$ cat config.mk
export PLATFORM = sky130hd
export DESIGN_NAME = firmware_download_descrambler_unit
export DESIGN_NICKNAME = d
export VERILOG_FILES = /design/src/hdl/fdd_pkg.sv /design/src/hdl/fdd_front.sv /design/src/hdl/fdd_queue.sv /design/src/hdl/fdd_back.sv /design/src/hdl/firmware_download_descrambler_unit.sv
export VERILOG_INCLUDE_DIRS = /design/src /design/src/hdl
export SDC_FILE = /design/constraint.sdc
export NUM_CORES = 1
export LEC_CHECK = 0
export BUFFER_PORTS_ARGS = -buffer_cell sky130_fd_sc_hd__buf_2
export CAP_MARGIN = 15
export CORE_UTILIZATION = 30
export CTS_BUF_LIST = sky130_fd_sc_hd__clkbuf_8
export CTS_CLUSTER_SIZE = 16
export DETAILED_ROUTE_END_ITERATION = 6
export PLACE_DENSITY = 0.55
export REMOVE_ABC_BUFFERS = 1
export SETUP_SLACK_MARGIN = 0.02
export SYNTH_ARGS = -nofsm -noshare
export SYNTH_HDL_FRONTEND = slang
export SYNTH_SLANG_ARGS = --single-unit
export TNS_END_PERCENT = 10
$ cat constraint.sdc
create_clock -name clock -period 7.9 [get_ports clock]
set_clock_uncertainty 0.05 [all_clocks]
set_input_delay 0.79 -clock clock [delete_from_list [all_inputs] [get_ports clock]]
set_output_delay 0.79 -clock clock [all_outputs]
set_load 0.02 [all_outputs]
$ cat src/hdl/firmware_download_descrambler_unit_defines.svh
// Assertion macros shared by the descrambler RTL.
// Used by the top level only; no other dependencies.
`ifndef FIRMWARE_DOWNLOAD_DESCRAMBLER_UNIT_DEFINES_SVH
`define FIRMWARE_DOWNLOAD_DESCRAMBLER_UNIT_DEFINES_SVH
`ifndef SYNTHESIS
`define FDD_ASSERT_IMPLY(label, clk, rst, ante, cons) \
   label: assert property (@(posedge clk) disable iff (rst) (ante) |-> (cons)) \
      else $error("assertion failed");
`define FDD_ASSERT_NEXT(label, clk, rst, ante, cons) \
   label: assert property (@(posedge clk) disable iff (rst) (ante) |=> (cons)) \
      else $error("assertion failed");
`else
`define FDD_ASSERT_IMPLY(label, clk, rst, ante, cons)
`define FDD_ASSERT_NEXT(label, clk, rst, ante, cons)
`endif
`endif

$ cat src/hdl/fdd_pkg.sv
// Types and constants of the firmware download descrambler.
// No dependencies; imported by every module of the block.
package fdd_pkg;

   localparam int PACKET_BYTES_DEF = 64;
   localparam int QUEUE_DEPTH_DEF  = 4;
   localparam int CMD_DEPTH        = 12;

   localparam logic [31:0] LFSR_TAPS = 32'hD000_0001;
   localparam logic [31:0] KEY_RESET = 32'h2EB5_040B;
   localparam logic [8:0]  SIZE_MASK = 9'd511;

   localparam logic [2:0] KIND_NONE    = 3'd0;
   localparam logic [2:0] KIND_FLASH   = 3'd1;
   localparam logic [2:0] KIND_BADSIZE = 3'd2;
   localparam logic [2:0] KIND_VERSION = 3'd3;
   localparam logic [2:0] KIND_BOOT    = 3'd4;
   localparam logic [2:0] KIND_DONE    = 3'd5;

   localparam int FLASH_LEN   = 7;
   localparam int FLASH_MIN   = 9;
   localparam int VERSION_LEN = 12;
   localparam int BOOT_LEN    = 6;

   localparam logic [7:0] PAT_FLASH [FLASH_LEN] =
      '{8'h3A, 8'h46, 8'h4C, 8'h41, 8'h53, 8'h48, 8'h0A};
   localparam logic [7:0] PAT_VERSION [VERSION_LEN] =
      '{8'h3A, 8'h47, 8'h45, 8'h54, 8'h56, 8'h45, 8'h52, 8'h53, 8'h49, 8'h4F, 8'h4E, 8'h0A};
   localparam logic [7:0] PAT_BOOT [BOOT_LEN] =
      '{8'h3A, 8'h42, 8'h4F, 8'h4F, 8'h54, 8'h0A};

   // One queued input byte's worth of results: an optional flash byte,
   // then an optional trailing status result.
   typedef struct packed {
      logic        flash;
      logic [15:0] addr;
      logic [7:0]  data;
      logic [2:0]  tail;
   } entry_type;

endpackage

$ cat src/hdl/fdd_front.sv
// Front end: accepts packet bytes, parses commands, descrambles download data.
// Depends on fdd_pkg; feeds fdd_queue.
module fdd_front
   import fdd_pkg::*;
#(
   parameter int PACKET_BYTES = PACKET_BYTES_DEF
) (
   input  logic        clock,
   input  logic        reset,
   input  logic        csr_wr_en,
   input  logic [31:0] csr_wr_data,
   input  logic        req_tvalid,
   output logic        req_tready,
   input  logic [7:0]  req_tdata,   // data_byte
   input  logic        req_tlast,   // last_in_packet
   input  logic        q_full,
   output logic        q_push,
   output entry_type   q_entry
);

   localparam int PW = $clog2(PACKET_BYTES + 1);

   logic [31:0] key_ff;
   logic        mode_ff, mode_in;
   logic [31:0] lfsr_ff, lfsr_in;
   logic [15:0] size_ff, size_in;
   logic [16:0] offset_ff, offset_in;
   logic [PW-1:0] pos_ff, pos_in;
   logic [7:0]  cmd_ff [CMD_DEPTH];
   logic [7:0]  cmd_view [CMD_DEPTH];

   logic          fire, acc;
   logic [PW-1:0] pos_inc, len;
   logic [31:0]   lfsr_step;
   logic [16:0]   off_inc, off_after;
   logic [15:0]   cmd_size;
   logic          match_flash, match_version, match_boot;
   entry_type     entry;

   assign req_tready = !q_full;
   assign fire       = req_tvalid && req_tready;
   assign acc        = pos_ff < PW'(PACKET_BYTES);
   assign pos_inc    = pos_ff + 1'b1;
   assign len        = acc ? pos_inc : pos_ff;
   assign lfsr_step  = {1'b0, lfsr_ff[31:1]} ^ ({32{lfsr_ff[0]}} & LFSR_TAPS);
   assign off_inc    = offset_ff + 17'd1;
   assign off_after  = acc ? off_inc : offset_ff;

   // Command bytes as they stand once the current beat is stored.
   always_comb begin
      for (int i = 0; i < CMD_DEPTH; i++) begin
         cmd_view[i] = (acc && pos_ff == PW'(i)) ? req_tdata : cmd_ff[i];
      end
   end

   assign cmd_size = {cmd_view[8], cmd_view[7]};

   // Length checks keep bytes of earlier packets out of the compare.
   always_comb begin
      match_flash   = len >= PW'(FLASH_MIN);
      match_version = len >= PW'(VERSION_LEN);
      match_boot    = len >= PW'(BOOT_LEN);
      for (int i = 0; i < FLASH_LEN; i++) begin
         if (cmd_view[i] != PAT_FLASH[i]) match_flash = 1'b0;
      end
      for (int i = 0; i < VERSION_LEN; i++) begin
         if (cmd_view[i] != PAT_VERSION[i]) match_version = 1'b0;
      end
      for (int i = 0; i < BOOT_LEN; i++) begin
         if (cmd_view[i] != PAT_BOOT[i]) match_boot = 1'b0;
      end
   end

   always_comb begin
      mode_in   = mode_ff;
      lfsr_in   = lfsr_ff;
      size_in   = size_ff;
      offset_in = offset_ff;
      pos_in    = pos_ff;
      entry     = '0;
      entry.tail = KIND_NONE;
      if (fire) begin
         pos_in = req_tlast ? '0 : len;
         if (mode_ff) begin
            if (acc) begin
               lfsr_in    = lfsr_step;
               entry.flash = 1'b1;
               entry.addr  = offset_ff[15:0];
               entry.data  = req_tdata ^ lfsr_step[7:0];
               offset_in   = off_inc;
            end
            if (req_tlast && off_after >= {1'b0, size_ff}) begin
               entry.tail = KIND_DONE;
               offset_in  = '0;
               mode_in    = 1'b0;
            end
         end else if (req_tlast) begin
            priority if (match_flash) begin
               size_in = cmd_size;
               if ((cmd_size[8:0] & SIZE_MASK) != 9'd0) begin
                  entry.tail = KIND_BADSIZE;
               end else begin
                  mode_in   = 1'b1;
                  offset_in = '0;
                  lfsr_in   = (key_ff == 32'd0) ? 32'd1 : key_ff;
               end
            end else if (match_version) begin
               entry.tail = KIND_VERSION;
            end else if (match_boot) begin
               entry.tail = KIND_BOOT;
            end else begin
               // An unknown or short command reports nothing.
               entry.tail = KIND_NONE;
            end
         end
      end
   end

   assign q_entry = entry;
   assign q_push  = fire && (entry.flash || entry.tail != KIND_NONE);

   always_ff @(posedge clock) begin
      if (reset) begin
         key_ff    <= KEY_RESET;
         mode_ff   <= 1'b0;
         lfsr_ff   <= 32'd1;
         size_ff   <= '0;
         offset_ff <= '0;
         pos_ff    <= '0;
      end else begin
         if (csr_wr_en) key_ff <= csr_wr_data;
         mode_ff   <= mode_in;
         lfsr_ff   <= lfsr_in;
         size_ff   <= size_in;
         offset_ff <= offset_in;
         pos_ff    <= pos_in;
      end
   end

   always_ff @(posedge clock) begin
      if (fire && !mode_ff) begin
         for (int i = 0; i < CMD_DEPTH; i++) begin
            cmd_ff[i] <= cmd_view[i];
         end
      end
   end

endmodule

$ cat src/hdl/fdd_queue.sv
// Short result queue between the front end and the output stage.
// Depends on fdd_pkg for the entry type.
module fdd_queue
   import fdd_pkg::*;
#(
   parameter int DEPTH = QUEUE_DEPTH_DEF
) (
   input  logic      clock,
   input  logic      reset,
   input  logic      push,
   input  entry_type wr_entry,
   input  logic      pop,
   output entry_type rd_entry,
   output logic      full,
   output logic      empty
);

   localparam int AW = (DEPTH > 1) ? $clog2(DEPTH) : 1;
   localparam int CW = $clog2(DEPTH + 1);

   entry_type       mem_ff [DEPTH];
   logic [AW-1:0]   wr_ptr_ff, rd_ptr_ff;
   logic [CW-1:0]   count_ff;

   assign full     = count_ff == CW'(DEPTH);
   assign empty    = count_ff == '0;
   assign rd_entry = mem_ff[rd_ptr_ff];

   always_ff @(posedge clock) begin
      if (push) mem_ff[wr_ptr_ff] <= wr_entry;
   end

   always_ff @(posedge clock) begin
      if (reset) begin
         wr_ptr_ff <= '0;
         rd_ptr_ff <= '0;
         count_ff  <= '0;
      end else begin
         if (push) begin
            wr_ptr_ff <= (wr_ptr_ff == AW'(DEPTH - 1)) ? '0 : wr_ptr_ff + 1'b1;
         end
         if (pop) begin
            rd_ptr_ff <= (rd_ptr_ff == AW'(DEPTH - 1)) ? '0 : rd_ptr_ff + 1'b1;
         end
         if (push && !pop) count_ff <= count_ff + 1'b1;
         else if (pop && !push) count_ff <= count_ff - 1'b1;
      end
   end

endmodule

$ cat src/hdl/fdd_back.sv
// Output stage: turns queue entries into one or two result beats.
// Depends on fdd_pkg; drains fdd_queue.
module fdd_back
   import fdd_pkg::*;
(
   input  logic        clock,
   input  logic        reset,
   input  logic        q_empty,
   input  entry_type   q_entry,
   output logic        q_pop,
   output logic        rsp_tvalid,
   input  logic        rsp_tready,
   output logic [23:0] rsp_tdata,   // flash_address, flash_byte
   output logic [2:0]  rsp_tuser,   // result_kind
   output logic        rsp_tlast    // last_result
);

   logic        vld_ff, vld_in;
   logic [2:0]  kind_ff, kind_in;
   logic [15:0] addr_ff, addr_in;
   logic [7:0]  data_ff, data_in;
   logic        last_ff, last_in;
   logic        pend_ff, pend_in;
   logic [2:0]  pend_kind_ff, pend_kind_in;
   logic        load;

   assign load  = !vld_ff || rsp_tready;
   assign q_pop = load && !pend_ff && !q_empty;

   always_comb begin
      vld_in       = vld_ff;
      kind_in      = kind_ff;
      addr_in      = addr_ff;
      data_in      = data_ff;
      last_in      = last_ff;
      pend_in      = pend_ff;
      pend_kind_in = pend_kind_ff;
      if (load) begin
         priority if (pend_ff) begin
            // Status result that follows a flash byte of the same input beat.
            vld_in  = 1'b1;
            kind_in = pend_kind_ff;
            addr_in = '0;
            data_in = '0;
            last_in = 1'b1;
            pend_in = 1'b0;
         end else if (!q_empty) begin
            vld_in = 1'b1;
            if (q_entry.flash) begin
               kind_in      = KIND_FLASH;
               addr_in      = q_entry.addr;
               data_in      = q_entry.data;
               last_in      = q_entry.tail == KIND_NONE;
               pend_in      = q_entry.tail != KIND_NONE;
               pend_kind_in = q_entry.tail;
            end else begin
               kind_in = q_entry.tail;
               addr_in = '0;
               data_in = '0;
               last_in = 1'b1;
            end
         end else begin
            vld_in = 1'b0;
         end
      end
   end

   always_ff @(posedge clock) begin
      if (reset) begin
         vld_ff  <= 1'b0;
         pend_ff <= 1'b0;
      end else begin
         vld_ff  <= vld_in;
         pend_ff <= pend_in;
      end
   end

   always_ff @(posedge clock) begin
      kind_ff      <= kind_in;
      addr_ff      <= addr_in;
      data_ff      <= data_in;
      last_ff      <= last_in;
      pend_kind_ff <= pend_kind_in;
   end

   assign rsp_tvalid = vld_ff;
   assign rsp_tdata  = {data_ff, addr_ff};
   assign rsp_tuser  = kind_ff;
   assign rsp_tlast  = last_ff;

endmodule

$ cat src/hdl/firmware_download_descrambler_unit.sv
// Firmware download descrambler. Accepts one packet byte per cycle while the
// queue is not full, parses FLASH, GETVERSION and BOOT commands at packet ends,
// and in download mode emits each byte XORed with a per-byte LFSR step together
// with its flash offset. A byte's parsing and descrambling finish in the cycle
// it is taken, so the input sustains one beat per cycle; results pass through a
// queue of QUEUE_DEPTH entries and then a registered output. A byte that ends
// the image yields a flash result and a done result, which take the output in
// turn; the queue absorbs such bursts, and the input stalls only while it is
// full. The scramble_key register is written through csr_wr_en and csr_wr_data.
// Depends on fdd_pkg, fdd_front, fdd_queue, fdd_back and the defines header.
`include "firmware_download_descrambler_unit_defines.svh"

module firmware_download_descrambler_unit
   import fdd_pkg::*;
#(
   parameter int PACKET_BYTES = PACKET_BYTES_DEF,
   parameter int QUEUE_DEPTH  = QUEUE_DEPTH_DEF
) (
   input  logic        clock,
   input  logic        reset,
   input  logic        csr_wr_en,
   input  logic [31:0] csr_wr_data,  // scramble_key
   input  logic        req_tvalid,
   output logic        req_tready,
   input  logic [7:0]  req_tdata,    // data_byte
   input  logic        req_tlast,    // last_in_packet
   output logic        rsp_tvalid,
   input  logic        rsp_tready,
   output logic [23:0] rsp_tdata,    // flash_address [15:0], flash_byte [23:16]
   output logic [2:0]  rsp_tuser,    // result_kind
   output logic        rsp_tlast     // last_result
);

   logic      q_push, q_pop, q_full, q_empty;
   entry_type q_in, q_out;

   fdd_front #(
      .PACKET_BYTES(PACKET_BYTES)
   ) u_front (
      .clock      (clock),
      .reset      (reset),
      .csr_wr_en  (csr_wr_en),
      .csr_wr_data(csr_wr_data),
      .req_tvalid (req_tvalid),
      .req_tready (req_tready),
      .req_tdata  (req_tdata),
      .req_tlast  (req_tlast),
      .q_full     (q_full),
      .q_push     (q_push),
      .q_entry    (q_in)
   );

   fdd_queue #(
      .DEPTH(QUEUE_DEPTH)
   ) u_queue (
      .clock   (clock),
      .reset   (reset),
      .push    (q_push),
      .wr_entry(q_in),
      .pop     (q_pop),
      .rd_entry(q_out),
      .full    (q_full),
      .empty   (q_empty)
   );

   fdd_back u_back (
      .clock     (clock),
      .reset     (reset),
      .q_empty   (q_empty),
      .q_entry   (q_out),
      .q_pop     (q_pop),
      .rsp_tvalid(rsp_tvalid),
      .rsp_tready(rsp_tready),
      .rsp_tdata (rsp_tdata),
      .rsp_tuser (rsp_tuser),
      .rsp_tlast (rsp_tlast)
   );

   `FDD_ASSERT_IMPLY(a_push_has_result, clock, reset, q_push, q_in.flash || q_in.tail != KIND_NONE)
   `FDD_ASSERT_IMPLY(a_pop_not_empty, clock, reset, q_pop, !q_empty)
   `FDD_ASSERT_NEXT(a_push_fills, clock, reset, q_push, !q_empty)
   `FDD_ASSERT_IMPLY(a_status_zero, clock, reset, rsp_tvalid && rsp_tuser != KIND_FLASH, rsp_tdata == 24'd0 && rsp_tlast)

endmodule
==> results by group, run 1 <==
Outcome
  • Status: finished, final reports clean

Place
  • # port buffers: 75
  • Placed cell area: around 18000 um2
  • Hpwl dp: between 20000 and 30000 um
  • GPL Wtd Cong: 0.912

Synthesis
  • Yosys Warn Count: 0
  • Synth async-reset ratio: 0%
  • Yosys top cell area share: a little over two fifths
  • Post-Syn Instances: 1400
  • Post-synth EDFFs: 239
  • Prevailing post-synth register cell: edfxtp_1
  • Seq cells post-synth: 355
  • Netlist Area Pre-Place: ~17000 um2
  • Most area-consuming cells after synthesis: edfxtp_1 (43%), dfxtp_1 (14%), mux2i_1 (5.2%)
  • Syn Area/Cell: 12.0 um2
  • Area leader, netlist: edfxtp_1
  • Post-synthesis sequential area ratio: 56.8%
  • Count of different cell masters after synthesis: slightly below 90

Power
  • Peak supply drop: between 0.1 and 0.15 mV
  • PwrDens: 250 nW/um2
  • Leakage power: roughly 6.2 nW
  • Total chip power: between 4 and 5 mW

Timing
  • Final setup fails: 0
  • Setup TNS: 0 ns
  • Post-layout min period: 5.58 ns
  • Least-Margin Pin Slew: approximately 1.2 ns
  • Unrepaired setup endpoints after global routing: false
  • Slew HR: a little under a quarter
  • Final hold slack: ~0.32 ns
  • Crit share post-route: a little over two thirds
  • Achievable Freq: between 150 and 200 MHz
  • Final Hold Fails: 0
  • Max-slew violation count: 0

Final layout
  • Design Area, Final: 19000 um2
  • Util after Layout: 34.4%
  • Area delta synth->final: 13.4%
  • NumNets Final: between 1500 and 2000
  • Share of cells above drive strength 1: about 20%

Setup path
  • Crit path DAT: between 6 and 7 ns
  • Crit end category: flop
  • Critical path fanouts, max: 17
  • Crit path kind: flop to flop
  • Data required, critical path: 8.39 ns
  • Crit start category: flop

CTS
  • Post-CTS Setup Bufs: 0
  • Bufs on Longest Clock Path: 3
  • H-tree depth: 2
  • Clk sinks: 355
  • TritonCTS clock tree: done
  • Clock root buffer: clkbuf_8
  • CTS resizes: 0
  • CTS Hold Bufs: 0
  • Clock-pin slew on the worst setup and hold paths: about 0.070 ns
  • Clock Latency Late Sink: between 0.6 and 0.7 ns
  • Inserted Clock Buffers: 58

Routing
  • Routed vias/inst: between 4 and 5
  • DRT iter0 DRCs: approximately 700
  • Routed WL: about 41000 um
  • WL/cell: approximately 18 um
  • Routed Antenna Nets: 0
  • Router iterations before antenna repair: 5
  • Detailed-route via count: 11100
  • DRC viols: 0

Global route
  • Gr usage total: between 10% and 20%
  • Initial antenna violation count: 1
  • Largest net degree at the start of global routing: 77
  • GRT overflow: 0
  • Vias in the first global route: between 10000 and 15000
  • First-pass GRT wire length: between 60000 and 70000 um

Floorplanning
  • Height of the chip: 238 um
  • Core ar.: 55100 um2
  • Die Span X: 238 um
  • Cell Rows: 86
  • IO Pins: 76
  • Initial core utilization: around 30%
  • Die area: between 50000 and 60000 um2

Run
  • Maxcap violations: 0

Worst hold path
  • Hold Crit Class: primary input to flop
metal layers:
layer,vias to the layer above,track usage [%],share of wire [%]
met4,0,4.49,2.2
met3,72,3.30,5.4
li1,5290,-,-
met5,-,0,0
met1,5446,19.4,46
met2,283,23.3,46
worst paths after layout:
check	from	to	slack, ns	depth (start not counted)
worst min-delay path	csr_wr_data[23]	u_front.key_ff[23]	0.32	3
worst max register to register	u_front.pos_ff[6]	u_queue.count_ff[2]	2.32	15
worst max-delay path	u_front.pos_ff[6]	u_queue.count_ff[2]	2.32	15
worst min register to register	u_front.size_ff[7]	u_front.size_ff[7]	0.45	2
cell type report:
type | count | area, um2
Fill cell | 5585 | 36100
Sequential cell | 355 | 9500
Multi-Input combinational cell | 909 | 6650
Clock buffer | 70 | 963
Tap cell | 748 | 936
Timing Repair Buffer | 88 | 475
Clock inverter | 34 | 269
Inverter | 47 | 176
Antenna cell | 2 | 5.00
cell families after synthesis:
family                   Yosys count  synth area share, %
buffers and inverters            136                 3.55
multiplexers                     149                 11.3
AO/OA/AOI/OAI                    218                 9.58
XOR/XNOR                          28                 1.47
AND/OR/NAND/NOR                  485                 15.1
adder cells (fa/ha/maj)           29                 2.21
flip-flops                       355                 56.8
worst max-delay path, stage by stage (launching register included):
cell       delay, ns
dfxtp_1         0.85
or4_1           0.68
nor2_4          0.20
a221o_1         0.43
a2111oi_4       0.32
o2111ai_1       0.26
nor4b_1         0.87
a31oi_1         0.20
and3_1          0.29
inv_2           0.10
ha_1            0.18
inv_1           0.06
fa_1            0.37
xor2_1          0.17
or3_1           0.30
a21oi_1         0.16
flip-flops by register name, summed over array words and instances (netlist names), 2 cells and up, named ones only:
signal	count
u_back.addr_ff	16
u_back.data_ff	8
u_back.pend_kind_ff	3
u_back.rsp_tuser	3
u_front.cmd_ff	96
u_front.key_ff	32
u_front.lfsr_ff	32
u_front.offset_ff	17
u_front.pos_ff	7
u_front.size_ff	16
u_queue.count_ff	3
u_queue.mem_ff	112
u_queue.rd_ptr_ff	2
u_queue.wr_ptr_ff	2
where the power goes:
part | leakage [nW] | switching [mW] | internal [mW] | total [mW]
registers | 2.90 | 0.116 | 2.25 | 2.37
clock network | 0.692 | 0.757 | 0.936 | 1.69
logic | 2.60 | 0.442 | 0.241 | 0.683
per-stage QoR:
stage,setup slack (ns),instances
5_1_grt,2.08,2252
4_1_cts,2.49,2251
6_report,2.32,2253
3_3_place_gp,2.54,2146
3_5_place_dp,2.54,2147
2_1_floorplan,-0.0989,1311
placed cells by master, fill, tap and decap left out, types with 35 or more instances in the layout:
master and count:
a21oi_1 46, edfxtp_1 239, inv_1 60, dfxtp_1 114, mux2i_1 87, nand2_1 143
o21ai_0 60, nor2_1 106, clkbuf_8 70, buf_2 74, nand3_1 35
cells in the mapped netlist (12+ instances only):
cell type  count
mux2_2        33
mux4_2        28
nand2b_1      13
or3_1         12
a211oi_2      29
mux2i_1       87
nor2_1       108
xnor2_1       19
a21oi_1       46
nand4_1       15
ha_1          28
nor3_1        14
o21ai_0       60
edfxtp_1     239
nand3_1       35
inv_1         45
nor4_1        18
and2_1        28
clkbuf_1      60
nor2b_1       32
dfxtp_1      116
nand2_1      143
Note: power is estimated with default switching activity, not from simulation.
==> run 2, diff against run 1 <==
--- a/config.mk
+++ b/config.mk
@@ -6,13 +6,14 @@
 export SDC_FILE = /design/constraint.sdc
 export NUM_CORES = 1
 export LEC_CHECK = 0
+export ABC_AREA = 1
 export BUFFER_PORTS_ARGS = -buffer_cell sky130_fd_sc_hd__buf_2
 export CAP_MARGIN = 15
 export CORE_UTILIZATION = 30
 export CTS_BUF_LIST = sky130_fd_sc_hd__clkbuf_8
 export CTS_CLUSTER_SIZE = 16
 export DETAILED_ROUTE_END_ITERATION = 6
-export PLACE_DENSITY = 0.55
+export PLACE_DENSITY = 0.54
 export REMOVE_ABC_BUFFERS = 1
 export SETUP_SLACK_MARGIN = 0.02
 export SYNTH_ARGS = -nofsm -noshare
==> constraint.sdc (replaced) <==
create_clock -name clock -period 5.7 [get_ports clock]
set_clock_uncertainty 0.05 [all_clocks]
set_input_delay 0.57 -clock clock [delete_from_list [all_inputs] [get_ports clock]]
set_output_delay 0.57 -clock clock [all_outputs]
set_load 0.02 [all_outputs]
==> run 2 against run 1 <==
- non-clock buffer count rose by 5
- global-route usage rose by 0.40 points
- clock-buffer cell count fell by 1
- fmax rose by 31%
- sequential share of layout area fell by 0.46 points
- register-to-register slack got worse by 0.89 ns
- sequential cell count did not move
- power rose by 56%
- largest cell class unchanged
==> results by group, run 2 <==
Setup path
  • Crit path cell chain: inv_2, nand4_1, nor2_1, nand2_1, xor2_1, ha_1, nand2_1, nor2_1, nand3b_1, nand3_1, nand2_1, nand2_1, nand2_1, nand2_1, nand2_1, nand2_1, nand2_1, nand2_1, clkinv_1, nor2_1, a21boi_0
  • Crit path DAT: 4.63 ns
  • Critical Path Most Common Cell: nand2_1
  • Crit-path max cell delay: around 0.5 ns
  • Data required, critical path: between 6 and 7 ns
  • Cell at the slowest stage of the critical path: clkinv_1
  • WP buf/inv: 2
  • Crit path kind: flop to flop
  • Crit path max-delay family: simple AND/OR/NAND/NOR gates
  • Crit end category: flop
  • Crit start category: flop
  • Critical path fanouts, max: 18

Synthesis
  • Count of different cell masters after synthesis: 43
  • Netlist Area Pre-Place: roughly 17000 um2
  • Seq cells post-synth: ~360
  • Yosys top cell area share: between 40 and 50%
  • Synth async-reset ratio: 0%
  • Syn Area/Cell: 8.51 um2
  • Post-Syn Instances: 1985
  • Yosys Warn Count: 0
  • Post-synth EDFFs: approximately 240
  • Count leader, synth: nand2_1
  • Post-synthesis sequential area ratio: 56.2%
  • Area leader, netlist: edfxtp_1
  • Synth cell count leaders: nand2_1 (532), nor2_1 (248), edfxtp_1 (239), inv_1 (206), o21ai_0 (163)
  • Most area-consuming cells after synthesis: edfxtp_1 (42%), dfxtp_1 (14%), nand2_1 (12%)
  • Prevailing post-synth register cell: edfxtp_1

CTS
  • H-tree depth: 2
  • Bufs on Longest Clock Path: 3
  • Clock Latency Late Sink: between 0.6 and 0.7 ns
  • Post-CTS Setup Bufs: 0
  • Inserted Clock Buffers: 58
  • Clk sinks: 355
  • Clock root buffer: clkbuf_8
  • TritonCTS clock tree: done
  • CTS resizes: 0
  • Clock-pin slew on the worst setup and hold paths: roughly 0.060 ns

Timing
  • Final setup margin: around 1.4 ns
  • Post-layout min period: 4.27 ns
  • Crit share post-route: roughly three quarters
  • Setup TNS: 0 ns
  • Final setup fails: 0
  • Max-slew violation count: 0
  • Unrepaired setup endpoints after global routing: false
  • Achievable Freq: approximately 230 MHz
  • Least-Margin Pin Slew: 1.09 ns
  • Final Hold Fails: 0
  • Slew HR: a little over a quarter

Final layout
  • Share of cells above drive strength 1: between 10 and 15%
  • Commonest non-fill, non-tap cell in the layout: nand2_1
  • Reg area: approximately 9500 um2
  • Area delta synth->final: 13.3%
  • NumNets Final: between 2000 and 2500
  • Top flop regs: u_queue.mem_ff (112), u_front.cmd_ff (96)
  • Biggest register: u_queue.mem_ff
  • Final cell count without fillers: approximately 2900
  • Multi-input gate area: just over 6000 um2
  • Commonest non-fill, non-tap cells in the layout: nand2_1 (532), nor2_1 (247), edfxtp_1 (239)
  • Largest register FFs: 112
  • Fillcell total: 5738

Power
  • Logic gate share of total power: between 20% and 30%
  • Switching power: 2.50 mW
  • PwrDens: approximately 390 nW/um2
  • Power share of the clock group: 30.3%
  • Total chip power: between 7 and 8 mW
  • Leakage power: ~7.9 nW
  • Peak supply drop: 0.191 mV
  • Switching Share: between 30% and 40%
  • Cell Int Power: between 4 and 5 mW
  • Sequential Power Share: a little under half

Floorplanning
  • IO Pins: 76
  • Core ar.: around 55000 um2
  • Die Span X: 239 um
  • Cell Rows: 86
  • Initial core utilization: between 30 and 40%
  • Die area: 57300 um2
  • Height of the chip: around 240 um

Global route
  • Vias in the first global route: 12400
  • Gr usage total: 14.9%
  • GRT overflow: 0
  • Initial antenna violation count: 1
  • Largest net degree at the start of global routing: between 70 and 80
  • First-pass GRT wire length: just under 70000 um

Routing
  • DRC viols: 0
  • Detailed-route via count: 13000
  • Router iterations before antenna repair: 5
  • Routed WL: ~42000 um
  • WL/cell: about 15 um
  • DRT iter0 DRCs: just over 900
  • Routed Antenna Nets: 0
  • Routed vias/inst: between 4 and 5

Run
  • Maxcap violations: 0

Place
  • Pre-CTS setup slack: ~1.4 ns
  • # port buffers: 75
  • Hpwl dp: approximately 27000 um
  • Placed Instances: roughly 2700
  • GPL Wtd Cong: 0.834

Outcome
  • Status: finished, final reports clean

Worst hold path
  • Hold Crit Class: primary input to flop
run 2: cell types whose count changed after synthesis, sizes merged, moves of 76 or more:
| cell | previous run | this run |
|---|---|---|
| o21ai | 64 | 172 |
| a21oi | 46 | 134 |
| mux2i | 87 | 0 |
| nand3 | 35 | 111 |
| inv | 46 | 218 |
| nand2 | 144 | 547 |
| nor2 | 120 | 261 |
run 2: repair_timing:
action	in CTS	in global routing
hold endpoints to repair	3	0
setup endpoints to repair	0	0
hold buffers	3	0
run 2: metal layers:
layer  vias up  part of all wire (%)  GRT usage (%)
li1       6626                     -              -
met1      6075                    45           19.1
met2       290                    49           25.6
met3        54                   4.3           2.58
met4         0                   1.8           4.39
met5         -                     0              0
run 2: kinds of logic after synthesis:
logic type               share of synthesized area (%)
adder cells (fa/ha/maj)                           2.19
AO/OA/AOI/OAI                                     9.56
XOR/XNOR                                         0.726
AND/OR/NAND/NOR                                   23.9
flip-flops                                        56.2
buffers and inverters                             7.46
run 2: through the flow:
| step | instance area, um2 | utilization [%] | hold slack, ns |
|---|---|---|---|
| 3_3_place_gp | 17900 | 32.3 | 0.396 |
| 5_1_grt | 19200 | 34.6 | 0.0343 |
| 6_report | 19200 | 34.6 | 0.0603 |
| 2_1_floorplan | 16500 | - | 0.380 |
| 4_1_cts | 19100 | 34.5 | 0.00000805 |
| 3_5_place_dp | 17900 | 32.3 | 0.399 |
run 2: worst reg2reg max path, stage by stage, from the launching register on:
cell and delay, ns:
dfxtp_1 0.49, inv_2 0.28, nand4_1 0.17, nor2_1 0.19, nand2_1 0.16, xor2_1 0.19, ha_1 0.30, nand2_1 0.07
nor2_1 0.17, nand3b_1 0.11, nand3_1 0.09, nand2_1 0.05, nand2_1 0.05, nand2_1 0.04, nand2_1 0.05, nand2_1 0.05
nand2_1 0.10, nand2_1 0.06, nand2_1 0.08, clkinv_1 0.50, nor2_1 0.29, a21boi_0 0.48
run 2: layout make-up:
| class | count | area share (%) |
|---|---|---|
| antenna | 1 | 0.0131 |
| clock buffer | 69 | 4.96 |
| clock inverter | 41 | 1.19 |
| inverter | 223 | 4.38 |
| multi-input combinational | 1320 | 32.1 |
| sequential | 355 | 49.6 |
| tap | 748 | 4.89 |
| timing repair buffer | 93 | 2.87 |
run 2: final timing paths:
check	startpoint	endpoint	slack, ns	depth (start not counted)
worst min-delay path	csr_wr_data[16]	u_front.key_ff[16]	0.06	3
worst max register to register	u_front.pos_ff[6]	u_queue.mem_ff[0][0]	1.43	21
worst min register to register	u_front.size_ff[0]	u_front.size_ff[0]	0.40	2
worst max-delay path	u_front.pos_ff[6]	u_queue.mem_ff[0][0]	1.43	21
run 2: power by group through the flow:
| stage | Sequential (mW) | Combinational (mW) | Clock, mW |
|---|---|---|---|
| after global placement | 3.42 | 1.76 | 0 |
| after global routing | 3.40 | 2.05 | 2.42 |
| after detailed placement | 3.42 | 1.79 | 0 |
| after floorplan | 3.60 | 0.989 | 0 |
| final | 3.36 | 1.80 | 2.24 |
| after CTS | 3.37 | 1.80 | 2.31 |
==> run 3, diff against run 2 <==
--- a/config.mk
+++ b/config.mk
@@ -13,7 +13,7 @@
 export CTS_BUF_LIST = sky130_fd_sc_hd__clkbuf_8
 export CTS_CLUSTER_SIZE = 16
 export DETAILED_ROUTE_END_ITERATION = 6
-export PLACE_DENSITY = 0.54
+export PLACE_DENSITY = 0.55
 export REMOVE_ABC_BUFFERS = 1
 export SETUP_SLACK_MARGIN = 0.02
 export SYNTH_ARGS = -nofsm -noshare
==> constraint.sdc (replaced) <==
create_clock -name clock -period 3.7 [get_ports clock]
set_clock_uncertainty 0.05 [all_clocks]
set_input_delay 0.37 -clock clock [delete_from_list [all_inputs] [get_ports clock]]
set_output_delay 0.37 -clock clock [all_outputs]
set_load 0.02 [all_outputs]
==> run 3 against run 2 <==
- utilization increased by 2.5 points
- power increased by 60%
- sequential power increased by 56%
- wire length increased by 2.8%
- non-clock buffer count increased by 109
- register-to-register slack got worse by 1.4 ns
- largest power group unchanged
==> results by group, run 3 (same netlist as run 2, synthesis figures left out) <==
Outcome
  • Status: finished, final reports clean

Power
  • Leakage power: between 8 and 9 nW
  • Total chip power: 11.8 mW
  • PwrDens: roughly 580 nW/um2
  • Peak supply drop: approximately 0.29 mV

Global route
  • Gr usage total: 15.3%
  • Largest net degree at the start of global routing: 97
  • First-pass GRT wire length: 69000 um
  • Initial antenna violation count: 1
  • Vias in the first global route: between 10000 and 15000
  • GRT overflow: 0

CTS
  • Inserted Clock Buffers: 66
  • Clock-pin slew on the worst setup and hold paths: around 0.060 ns
  • Clock Latency Late Sink: 0.63 ns
  • Bufs on Longest Clock Path: 3
  • TritonCTS clock tree: done
  • H-tree depth: 3
  • Clk sinks: between 300 and 400
  • Clock root buffer: clkbuf_8

Timing
  • Least-Margin Pin Slew: roughly 0.94 ns
  • Final setup fails: 0
  • Unrepaired setup endpoints after global routing: true
  • Crit share post-route: 99.3%
  • Setup TNS: 0 ns
  • Final setup margin: 0.0269 ns
  • Final Hold Fails: 0
  • Max-slew violation count: 0
  • Post-layout min period: 3.67 ns
  • Achievable Freq: around 270 MHz
  • Final hold slack: 0.0633 ns
  • Slew HR: between 30% and 40%

Place
  • GPL Wtd Cong: slightly below 0.9
  • Placed Instances: ~2800
  • Pre-CTS setup slack: -0.221 ns
  • Hpwl dp: 28300 um
  • # port buffers: 75
  • Placed cell area: ~18000 um2

Routing
  • Routed vias/inst: approximately 4.6
  • Router iterations before antenna repair: 5
  • DRC viols: 0
  • DRT iter0 DRCs: roughly 930
  • Detailed-route via count: roughly 14000
  • WL/cell: roughly 15 um
  • Routed Antenna Nets: 0
  • Routed WL: approximately 44000 um

Floorplanning
  • Core ar.: between 50000 and 60000 um2
  • Die area: roughly 57000 um2
  • IO Pins: 76
  • Die Span X: about 240 um
  • Initial core utilization: between 30% and 40%
  • Cell Rows: 86
  • Height of the chip: approximately 240 um

Final layout
  • Top flop regs: u_queue.mem_ff (112), u_front.cmd_ff (96)
  • Biggest register: u_queue.mem_ff
  • NumNets Final: ~2200
  • Final cell count without fillers: around 3000
  • Area delta synth->final: 21.5%
  • Util after Layout: a little under two fifths
  • Commonest non-fill, non-tap cell in the layout: nand2_1
  • Largest register FFs: 112
  • Commonest non-fill, non-tap cells in the layout: nand2_1 (522), edfxtp_1 (239), nor2_1 (237)
  • Share of cells above drive strength 1: 16.3%
  • Design Area, Final: 20500 um2
  • Fillcell total: around 5600

Worst hold path
  • Worst Hold End: u_front.mode_ff
  • Hold Crit Depth: 3
  • Min-delay src: req_tlast
  • Hold Crit Class: primary input to flop

Setup path
  • Data required, critical path: about 4.2 ns
  • R2R Path End: u_queue.count_ff[2]
  • Crit end category: flop
  • Flop-to-flop setup slack: around 0.027 ns
  • Crit start category: flop
  • Worst r2r src: u_front.offset_ff[0]
  • Crit path kind: flop to flop
  • Reg2Reg Depth: 25
  • Crit path DAT: around 4.1 ns
  • Critical path fanouts, max: 3

Run
  • Maxcap violations: 0
-- run 3: changes by cell type in the layout (fill, tap and decap cells not counted), moves of 6 or more --
cell / previous run / this run
buf_12: 1 / 7
buf_4: 13 / 82
clkbuf_8: 69 / 80
clkinv_1: 17 / 8
clkinv_2: 11 / 2
dlygate4sd3_1: 3 / 34
inv_1: 218 / 224
nand2_1: 532 / 522
nand2_2: 10 / 18
nor2_1: 247 / 237
-- run 3: final cells by class --
cell class                 instances  area [um2]  share of cell area (%)
antenna                            1        2.50                  0.0122
clock buffer                      80        1100                    5.36
clock inverter                    35         184                   0.896
inverter                         223         852                    4.15
multi-input combinational       1320        6400                    31.2
sequential                       355        9510                    46.3
tap                              748         936                    4.56
timing repair buffer             202        1540                    7.52
-- run 3: worst max-delay path, stage by stage (launching register included) --
cell and delay, ns:
dfxtp_4 0.37, nand3_2 0.08, nor2_1 0.12, nand2_1 0.09, nor3_2 0.23, nand2_2 0.14
nor2_4 0.15, nand4_1 0.10, xor2_1 0.15, inv_1 0.10, ha_4 0.27, nand4_1 0.09
o21bai_1 0.15, nor2_1 0.07, nand2_2 0.11, nand2_2 0.06, nand2_2 0.08, nand3_4 0.09
nand3_4 0.11, ha_4 0.12, inv_2 0.04, fa_2 0.38, a21oi_2 0.15, o21ai_2 0.07
o21ai_1 0.13, a21oi_1 0.05
-- run 3: worst max-delay path by stage --
stage                              start              endpoint  depth (start not counted)
global placement    u_front.offset_ff[1]   u_queue.count_ff[2]                         27
detailed placement  u_front.offset_ff[1]   u_queue.count_ff[2]                         27
finish              u_front.offset_ff[0]   u_queue.count_ff[2]                         25
floorplan            u_queue.count_ff[0]  u_front.cmd_ff[0][0]                          4
CTS                 u_front.offset_ff[0]   u_queue.count_ff[2]                         28
global route        u_front.offset_ff[0]   u_queue.count_ff[2]                         25
-- run 3: report_power, final --
group          total [mW]  switching (mW)  leakage [nW]  internal (mW)
registers            5.23           0.246          3.29           4.98
logic                2.93            2.01          4.54          0.925
clock network        3.69            1.66         0.748           2.03
total                11.8            3.92          8.58           7.93
-- run 3: timing repair --
action | in CTS | in global routing
hold buffers | 33 | 1
cloned | 0 | 2
gates resized for setup | 16 | 59
hold endpoints to repair | 34 | 2
pin swaps | 6 | 26
endpoints found under the setup margin | 95 | 145
setup buffers | 2 | 6
-- run 3: layer usage --
metal / vias to the layer above / track usage (%) / routed length (um) / share of wire [%]
met5: - / 0 / 0 / 0
met4: 0 / 5.77 / 1010 / 2.3
met2: 260 / 26.1 / 21100 / 48
met1: 6339 / 19.1 / 19500 / 45
met3: 76 / 2.81 / 1870 / 4.3
li1: 6847 / - / - / -
